File: src/design/rult_pkg.sv
// Package: shared types, operation and error codes for the unstable log tracker.
`default_nettype none
package rult_pkg;
    localparam int unsigned RingDepthDefault = 1024;
    localparam int unsigned QueueDepth = 2;

    localparam logic [2:0] FUNC_APPEND   = 3'd0;
    localparam logic [2:0] FUNC_QUERY    = 3'd1;
    localparam logic [2:0] FUNC_ACCEPT   = 3'd2;
    localparam logic [2:0] FUNC_STABLE   = 3'd3;
    localparam logic [2:0] FUNC_STBL_SNP = 3'd4;
    localparam logic [2:0] FUNC_RESTORE  = 3'd5;

    localparam logic [1:0] ERR_NONE = 2'd0;
    localparam logic [1:0] ERR_GAP  = 2'd1;
    localparam logic [1:0] ERR_FULL = 2'd2;

    typedef struct packed {
        logic [2:0]  func;
        logic [63:0] entry_index;
        logic [63:0] entry_term;
    } t_cmd;

    typedef struct packed {
        logic        term_found;
        logic [63:0] term_value;
        logic        first_valid;
        logic [63:0] first_index;
        logic        last_valid;
        logic [63:0] last_index;
        logic [63:0] progress_index;
        logic        snapshot_pending;
        logic        applied;
        logic [1:0]  error_code;
    } t_rsp;
endpackage
`default_nettype wire

File: src/design/rult_if.sv
// Interfaces: valid/ready channels for commands and results.
`default_nettype none
interface rult_cmd_if;
    logic          valid;
    logic          ready;
    rult_pkg::t_cmd payload;
    modport source (output valid, output payload, input ready);
    modport sink   (input valid, input payload, output ready);
endinterface

`default_nettype wire

File: src/design/rult_front.sv
// Front: accepts command beats into a short queue.
`default_nettype none
module rult_front (
    input  wire logic           i_clk,
    input  wire logic           i_rst_n,
    rult_cmd_if.sink            i_cmd,
    output rult_pkg::t_cmd      o_head,
    output logic                o_head_valid,
    input  wire logic           i_pop
);
    import rult_pkg::*;
    t_cmd       r_q [QueueDepth];
    logic [0:0] r_wp, r_rp;
    logic [1:0] r_cnt;
    logic       push;

    assign i_cmd.ready  = (r_cnt != 2'(QueueDepth));
    assign push         = i_cmd.valid && i_cmd.ready;
    assign o_head_valid = (r_cnt != 2'd0);
    assign o_head       = r_q[r_rp];

    always_ff @(posedge i_clk) begin
        if (push) begin
            r_q[r_wp] <= i_cmd.payload;
        end
        if (!i_rst_n) begin
            r_wp <= '0; r_rp <= '0; r_cnt <= '0;
        end else begin
            if (push) r_wp <= r_wp + 1'b1;
            if (i_pop) r_rp <= r_rp + 1'b1;
            r_cnt <= r_cnt + 2'(push) - 2'(i_pop);
        end
    end

`ifndef SYNTH
    a_no_pop_empty: assert property (@(posedge i_clk) disable iff (!i_rst_n)
        i_pop |-> o_head_valid) else $error("pop from empty queue");
    a_cnt_bound: assert property (@(posedge i_clk) disable iff (!i_rst_n)
        r_cnt <= 2'(QueueDepth)) else $error("queue overfill");
    a_full_stall: assert property (@(posedge i_clk) disable iff (!i_rst_n)
        (r_cnt == 2'(QueueDepth) && !i_pop) |=> r_cnt == 2'(QueueDepth))
        else $error("full queue lost an entry");
`endif
endmodule
`default_nettype wire

File: src/flat_wrapper.sv
// flat-port wrapper written by rule: the top's interface ports become plain ports
module rult_front_flat import rult_pkg::*;
  (i_clk, i_rst_n, o_head, o_head_valid, i_pop, i_cmd_valid, i_cmd_payload, i_cmd_ready);
  rult_cmd_if i_cmd_i ();
  input  wire logic i_clk;
  input  wire logic i_rst_n;
  output rult_pkg::t_cmd o_head;
  output logic o_head_valid;
  input  wire logic i_pop;
  input wire logic [$bits(i_cmd_i.valid)-1:0] i_cmd_valid;
  input wire logic [$bits(i_cmd_i.payload)-1:0] i_cmd_payload;
  output wire logic [$bits(i_cmd_i.ready)-1:0] i_cmd_ready;
  assign i_cmd_i.valid = i_cmd_valid;
  assign i_cmd_i.payload = i_cmd_payload;
  assign i_cmd_ready = i_cmd_i.ready;
  rult_front u_core (.i_clk(i_clk), .i_rst_n(i_rst_n), .i_cmd(i_cmd_i), .o_head(o_head), .o_head_valid(o_head_valid), .i_pop(i_pop));
endmodule
File: config.mk
export PLATFORM = sky130hd
export DESIGN_NAME = rult_front_flat
export DESIGN_NICKNAME = d
export VERILOG_FILES = /design/src/design/rult_pkg.sv /design/src/design/rult_if.sv /design/src/design/rult_front.sv /design/src/flat_wrapper.sv
export SDC_FILE = /design/constraint.sdc
export NUM_CORES = 1
export LEC_CHECK = 0
export ABC_AREA = 1
export BUFFER_PORTS_ARGS = -buffer_cell sky130_fd_sc_hd__buf_4
export CAP_MARGIN = 30
export CORE_MARGIN = 2
export CORE_UTILIZATION = 40
export CTS_BUF_LIST = sky130_fd_sc_hd__clkbuf_2
export CTS_CLUSTER_SIZE = 16
export DETAILED_ROUTE_END_ITERATION = 10
export PLACE_DENSITY = 0.73
export RECOVER_POWER = 25
export SLEW_MARGIN = 0
export SYNTH_ARGS = -nofsm -noshare
export SYNTH_HDL_FRONTEND = slang
export SYNTH_SLANG_ARGS = --single-unit
File: constraint.sdc
create_clock -name i_clk -period 6.8 [get_ports i_clk]
set_input_delay 0.34 -clock i_clk [delete_from_list [all_inputs] [get_ports i_clk]]
set_output_delay 0.34 -clock i_clk [all_outputs]
set_load 0.02 [all_outputs]
Yosys cells after proc, flatten, opt, wreduce, memory -nomap -nowiden
Memories as Yosys holds them, arrays and structs flattened. A register that Yosys moved wholly into a read port is not among the register bits.
Cells that the tools add are included.
{ "word_totals": {"mem_count": 1, "output_inout_bits": 133, "ramBits": 262, "wordCells": 15, "latchBits": 0, "ff_bits": 4, "rom_bits": 0} }
{ "memory_table": {"columns": ["name", "words", "width", "rd", "rd_clocked_by_memory_dff", "wr", "line", "source"], "rows": [
  ["u_core.r_q", 2, 131, 1, 1, 1, "rult_front.sv:12", "t_cmd r_q [QueueDepth];"]
]} }
{ "classes": {"multipliers": 0, "reduce_logical": 2, "shift": 0, "eq_ne": 1, "n_addsub": 4, "n_div": 0, "n_mux": 4, "order_cmp": 0, "n_bitwise": 0} }
{ "op_table": {"columns": ["op", "count"], "rows": [
  ["1-bit 2-to-1 mux", 4],
  ["1-bit adder, second input constant", 2],
  ["2-bit by 1-bit adder with 2-bit output", 1],
  ["2-bit != test, second input constant", 1],
  ["2-bit nonzero test", 1],
  ["2-bit by 1-bit subtractor with 2-bit output", 1],
  ["1-bit logical AND", 1]
]} }

Longest topological paths before layout
Gate-level depths: netlist (run 1).
{ "depth": {"word_depth": 4, "mapped_depth": 7, "ltp_nobuf": 7} }

Worst setup path after synthesis (run 1)
OpenSTA, ideal clock, no wires.
{ "synth_timing": {"path_type": "reg2reg", "startpoint": "reg u_core.r_cnt[0]", "endpoint": "mem u_core.r_q[0][0] in the netlist's numbering, enable pin", "period_less_slack_ns": 6.734, "t_arrival_ns": 6.111, "n_path_buf": 0, "path_slack_ns": 0.066, "stages_incl_launch_ff": 5, "cell_sequence": "dfxtp_1 -> inv_1 -> nand2_1 -> nand2_1 -> nor2_1"} }
{ "synth_via": {"elab_chain_len": 4} }
{ "synth_rtl": {"columns": ["item", "line", "source"], "rows": [
  ["start: declaration", "rult_front.sv:14", "logic [1:0] r_cnt;"],
  ["start signal: assignment", "rult_front.sv:31", "r_cnt <= r_cnt + 2'(push) - 2'(i_pop);"],
  ["2-bit != test", "rult_front.sv:17", "assign i_cmd.ready = (r_cnt != 2'(QueueDepth));"],
  ["via i_cmd_ready", "flat_wrapper.sv:12", "output wire logic [$bits(i_cmd_i.ready)-1:0] i_cmd_ready;"],
  ["1-bit logical AND", "rult_front.sv:18", "assign push = i_cmd.valid && i_cmd.ready;"],
  ["1-bit 2-to-1 mux", "rult_front.sv:23", "if (push) begin"],
  ["1-bit 2-to-1 mux (not written as such)", "rult_front.sv:24", "r_q[r_wp] <= i_cmd.payload;"],
  ["end: declaration", "rult_front.sv:12", null]
]} }
The timed path passes the listed nets, and every way through them passes these cells.

==> results of run 1 <==
-- worst max-delay path, cell delays in order, from the launching register on --
cell     delay [ns]
dfxtp_4        0.60
buf_4          0.77
mux2_2         0.42
buf_4          0.16
-- Yosys cell counts --
cell / number / area share [%]
mux2_4: 90 / 13
ha_1: 1 / 0.12
inv_1: 4 / 0.15
mux2_2: 41 / 4.6
buf_6: 10 / 1.1
or2_2: 1 / 0.062
nor2_1: 8 / 0.30
a21oi_1: 1 / 0.050
xnor2_1: 1 / 0.087
edfxtp_1: 262 / 78
buf_8: 1 / 0.15
buf_2: 4 / 0.20
nand3_1: 1 / 0.050
nand2_1: 9 / 0.34
dfxtp_1: 5 / 1.0
-- worst max path at each step --
stage / end / slack [ns] / cells past startpoint
floorplan: u_core.r_q[0][0] / 0.07 / 4
global placement: o_head[121] / 3.92 / 3
detailed placement: u_core.r_q[1][45] / 4.24 / 8
CTS: o_head[121] / 3.55 / 3
global route: o_head[121] / 3.50 / 3
finish: o_head[121] / 3.72 / 3
-- kinds of logic after synthesis --
| kind of cell | after synthesis | share of synthesized area (%) |
|---|---|---|
| buf+inv | 19 | 1.62 |
| fa+ha+maj | 1 | 0.125 |
| mux | 131 | 18.0 |
| flops | 267 | 79.3 |
| xor+xnor | 1 | 0.0872 |
| simple gates | 19 | 0.747 |
| compound gates | 1 | 0.0498 |
-- area by class of cell --
class	instances	area share (%)
sequential	267	55.5
antenna	1	0.0174
multi-input combinational	153	13.4
clock inverter	11	1.03
tap	324	2.82
clock buffer	91	3.17
inverter	4	0.122
timing repair buffer	411	23.9
-- per-layer routing --
metal / GRT usage (%) / wire length, µm / up-vias
met3: 6.80 / 1930 / 31
met2: 27.2 / 11000 / 241
met1: 18.0 / 8060 / 2743
met4: 5.79 / 373 / 0
li1: - / - / 2684
met5: 0 / 0 / -
-- metrics by stage --
stage	cell area, µm²	setup slack (ns)	hold slack, ns
2_1_floorplan	10000	0.0660	0.439
3_3_place_gp	12400	3.92	0.476
3_5_place_dp	12400	4.24	0.489
4_1_cts	14400	3.55	0.145
5_1_grt	14300	3.50	0.176
6_report	14400	3.72	0.320
-- power breakdown --
group          switching, mW  internal, mW  leakage, nW
Sequential            0.0401          1.98         2.48
Clock                  0.584         0.503        0.448
Combinational          0.363         0.363         2.76
-- flip-flops by register name (all words and copies together) (netlist names), named ones only --
register / cells
u_core.r_q: 262
u_core.r_cnt: 2
u_core.r_rp: 1
u_core.r_wp: 1
-- what timing repair did --
action,in CTS,in global routing
hold buffers,136,0
setup buffers,0,0
resized for setup,0,0
endpoints found under the hold margin,267,0
==> results.tsv, run 1 <==
metric	value	unit
ys_types	15	
io_buffers	267	
layout-drive-gt1-share	52.4	%
viasPerCell	4.52	
finalSetupViolCount	0	
dpl.cell_count	1022	
grtUsageTotal	16.0	%
htreeDepth	3	
drt_iter0_drc	274	
drcViolationCount	0	
core	24500	µm²
totalWireLength	21.4	mm
regArea	7970	µm²
syn_avg_cell_area	22.9	µm²
tns	0	ns
cts_inserted_buffers	67	
crit_path_start_kind	register	
cts_tree	built	
r2r.worst_path.cells	8	
finalCritPeriodShare	45.3	%
root_buffer	clkbuf_2	
leakage	5.69	nW
cp-end-kind	output port	
grt_pass1_wl	32.6	mm
vias	5699	
outcome	complete, no violations	
timing.rr.end	u_core.r_q[1][92]	
period_minus_slack	3.08	ns
reg2reg_slack	4.17	ns
io_pins	268	
multi_input_area	1920	µm²
required	6.46	ns
first_pass_iters	4	
slew_viol_final	0	
cap_violations	0	
grt_pass1_vias	6236	
hold_depth	2	
wl_per_cell	16.9	µm
overflow	0	
die_h	162	µm
worstMarginPinSlew	0.901	ns
clk-insertion-delay-late	0.74	ns
rsz0062_at_grt	false	
power.total	3.83	mW
synth.ff_latch_count	267	
holdCritPathClass	input pin to register	
clock-sinks	267	
crit_type	register to output port	
syn_inst	439	
place_congestion	0.750	
ir_drop	0.163	mV
synth_warnings	0	
fmax	324	MHz
reg2reg_from	u_core.r_cnt[0]	
grt_max_degree	72	
clock_skew	0.0635	ns
syn-num-nets	575	
crit_path_max_fanout	51	
fin_util	58.7	%
clock_path_buffers	3	
clkTransAtPathRegs	0.11	ns
holdPathEnd	u_core.r_q[0][92]	
dieArea	26400	µm²
ant_nets	0	
min_from	i_cmd_payload[92]	
hold_viol_final	0	
power_density	267	nW/µm²
layout_commonest_cell	edfxtp_1	
yosysSeqAreaShare	79.3	%
dieWidth	162	µm
worstPathArrival	2.74	ns
syn2layout_area_growth	42.9	%
fillers	1837	
initial_core_util	41.1	%
layout_common_cells	edfxtp_1 (262), buf_4 (186), dlygate4sd3_1 (136)	
dpl.hpwl	12.4	mm
fin_nets	1040	
rows	57	
relSlewSlack	39.9	%
instances_no_fill	1262	
syn_area	10000	µm²
antenna_found_initial	0	
Power figures use the tool's default switching activity.
==> run 2, diff against run 1 <==
Clock period 6.8 ns to 2.55 ns, I/O delays scaled along.
==> results.tsv, run 2 (synthesis results as in run 1) <==
metric	value	unit	change
regArea	7970	µm²	about the same
largest_reg_flops	262		unchanged
leakage	6.13	nW	+7.8%
p_sw	2.79	mW	+180%
antenna_found_initial	1		+1
layout-drive-gt1-share	48.7	%	-3.7 points
htreeDepth	3		unchanged
cts_inserted_buffers	68		+1.5%
rsz0062_at_grt	false		
layout_commonest_cell	edfxtp_1		
clock-sinks	267		unchanged
grt_pass1_vias	6726		+7.9%
hold_viol_final	0		unchanged
p_sw_share	26.3	%	+0.58 points
first_pass_iters	4		unchanged
die_h	162	µm	unchanged
syn2layout_area_growth	53.3	%	
required	2.42	ns	-4.04 ns
fillers	1756		-4.4%
finalSetupViolCount	0		unchanged
period_minus_slack	2.26	ns	
totalWireLength	22.9	mm	+7.3%
clock_skew	0.0643	ns	+0.000816 ns
clkTransAtPathRegs	0.11	ns	about the same
combPwrFrac	19.6	%	+0.6 points
reg2reg_from	u_core.r_cnt[0]		
p_clk_share	29.6	%	+1.2 points
root_buffer	clkbuf_2		
holdCritPathClass	input pin to register		
dpl.hpwl	12.6	mm	+1.4%
core	24500	µm²	unchanged
outcome	complete, no violations		
ir_drop	0.459	mV	+180%
clk-insertion-delay-late	0.78	ns	+0.04 ns
cap_violations	0		unchanged
whs	0.0928	ns	-0.227 ns
grtUsageTotal	17.1	%	+1.1 points
io_buffers	267		unchanged
tns	0	ns	unchanged
overflow	0		unchanged
relSlewSlack	70.5	%	+31 points
top_register	u_core.r_q		
cts_tree	built		
crit_path_start_kind	register		
min_from	i_cmd_payload[81]		
slew_viol_final	0		unchanged
grt_pass1_wl	34.6	mm	+6.1%
layout_common_cells	edfxtp_1 (262), dlygate4sd3_1 (223), buf_4 (181)		
finalCritPeriodShare	88.8	%	
seqPwrFrac	50.8	%	-1.9 points
crit_path_max_fanout	17		-67%
drcViolationCount	0		unchanged
dieArea	26400	µm²	unchanged
ant_nets	0		unchanged
rows	57		unchanged
multi_input_area	1940	µm²	+0.91%
clock_path_buffers	3		unchanged
vias	6213		+9.0%
place_congestion	0.730		-2.7%
crit_type	register to output port		
cp-end-kind	output port		
worstMarginPinSlew	0.443	ns	-0.458 ns
wl_per_cell	16.7	µm	-1.2%
io_pins	268		unchanged
fin_nets	1132		+8.8%
fmax	442	MHz	
drt_iter0_drc	326		+19%
grt_max_degree	75		+4.2%
reg_top3	u_core.r_q x262, u_core.r_cnt x2		
initial_core_util	41.1	%	unchanged
worstPathArrival	2.14	ns	-0.60 ns
viasPerCell	4.54		+0.42%
dieWidth	162	µm	unchanged
power_density	688	nW/µm²	+160%
p_int	7.80	mW	+170%
==> run 2: cell count changes in the layout (fill, tap and decap cells not counted), moves of 3 or more <==
cell	before	now
buf_12	0	8
buf_4	186	181
clkinv_1	6	11
clkbuf_2	91	101
nand2_1	9	6
clkbuf_1	15	19
dlygate4sd3_1	136	223
==> run 2: layout make-up <==
cell class                 instances  area share, %
clock inverter                    18           1.15
tap                              324           2.63
timing repair buffer             502           28.4
multi-input combinational        153           12.6
sequential                       267           51.8
inverter                           4          0.122
clock buffer                     101           3.28
antenna                            1         0.0163
==> run 2: critical path, stage by stage, from the launching register on <==
cell and delay, ns:
dfxtp_4 0.60, buf_4 0.27, mux2_2 0.37, buf_4 0.16
==> run 2: final timing paths <==
kind	end	slack, ns	cells past startpoint
worst max-delay path	o_head[11]	0.29	3
worst min-delay path	u_core.r_q[0][81]	0.09	2
worst max register to register	u_core.r_wp	0.55	9
worst min register to register	register	0.52	2
==> run 2: repair_timing <==
item | 4_1_cts | 5_1_grt
hold endpoints to repair | 367 | 6
setup endpoints to repair | 2 | 0
gates resized for setup | 0 | 0
buffers inserted | 1 | 0
hold buffers | 218 | 5
==> run 2: power groups by stage <==
stage	Combinational (mW)	Clock (mW)	Sequential (mW)
floorplan	1.04	0	5.46
global placement	1.78	0	5.46
detailed placement	1.80	0	5.48
CTS	2.10	3.24	5.37
global route	2.19	3.49	5.41
finish	2.08	3.13	5.38
==> run 2: metrics by stage <==
step / setup slack [ns] / util [%] / instances / power [mW] / area (µm²)
after floorplan: -0.426 / - / 439 / 6.50 / 10100
after global placement: 0.891 / 51.2 / 1026 / 7.25 / 12500
after detailed placement: 0.867 / 51.2 / 1026 / 7.28 / 12500
after CTS: 0.171 / 63.0 / 1364 / 10.7 / 15400
after global routing: 0.135 / 62.9 / 1370 / 11.1 / 15400
final: 0.286 / 62.9 / 1370 / 10.6 / 15400
==> run 2: routing by layer <==
layer	GRT usage (%)	wire (µm)	vias to the layer above
li1	-	-	2900
met1	18.8	8620	3012
met4	8.21	706	0
met2	30.2	11900	248
met5	0	0	-
met3	5.12	1710	53
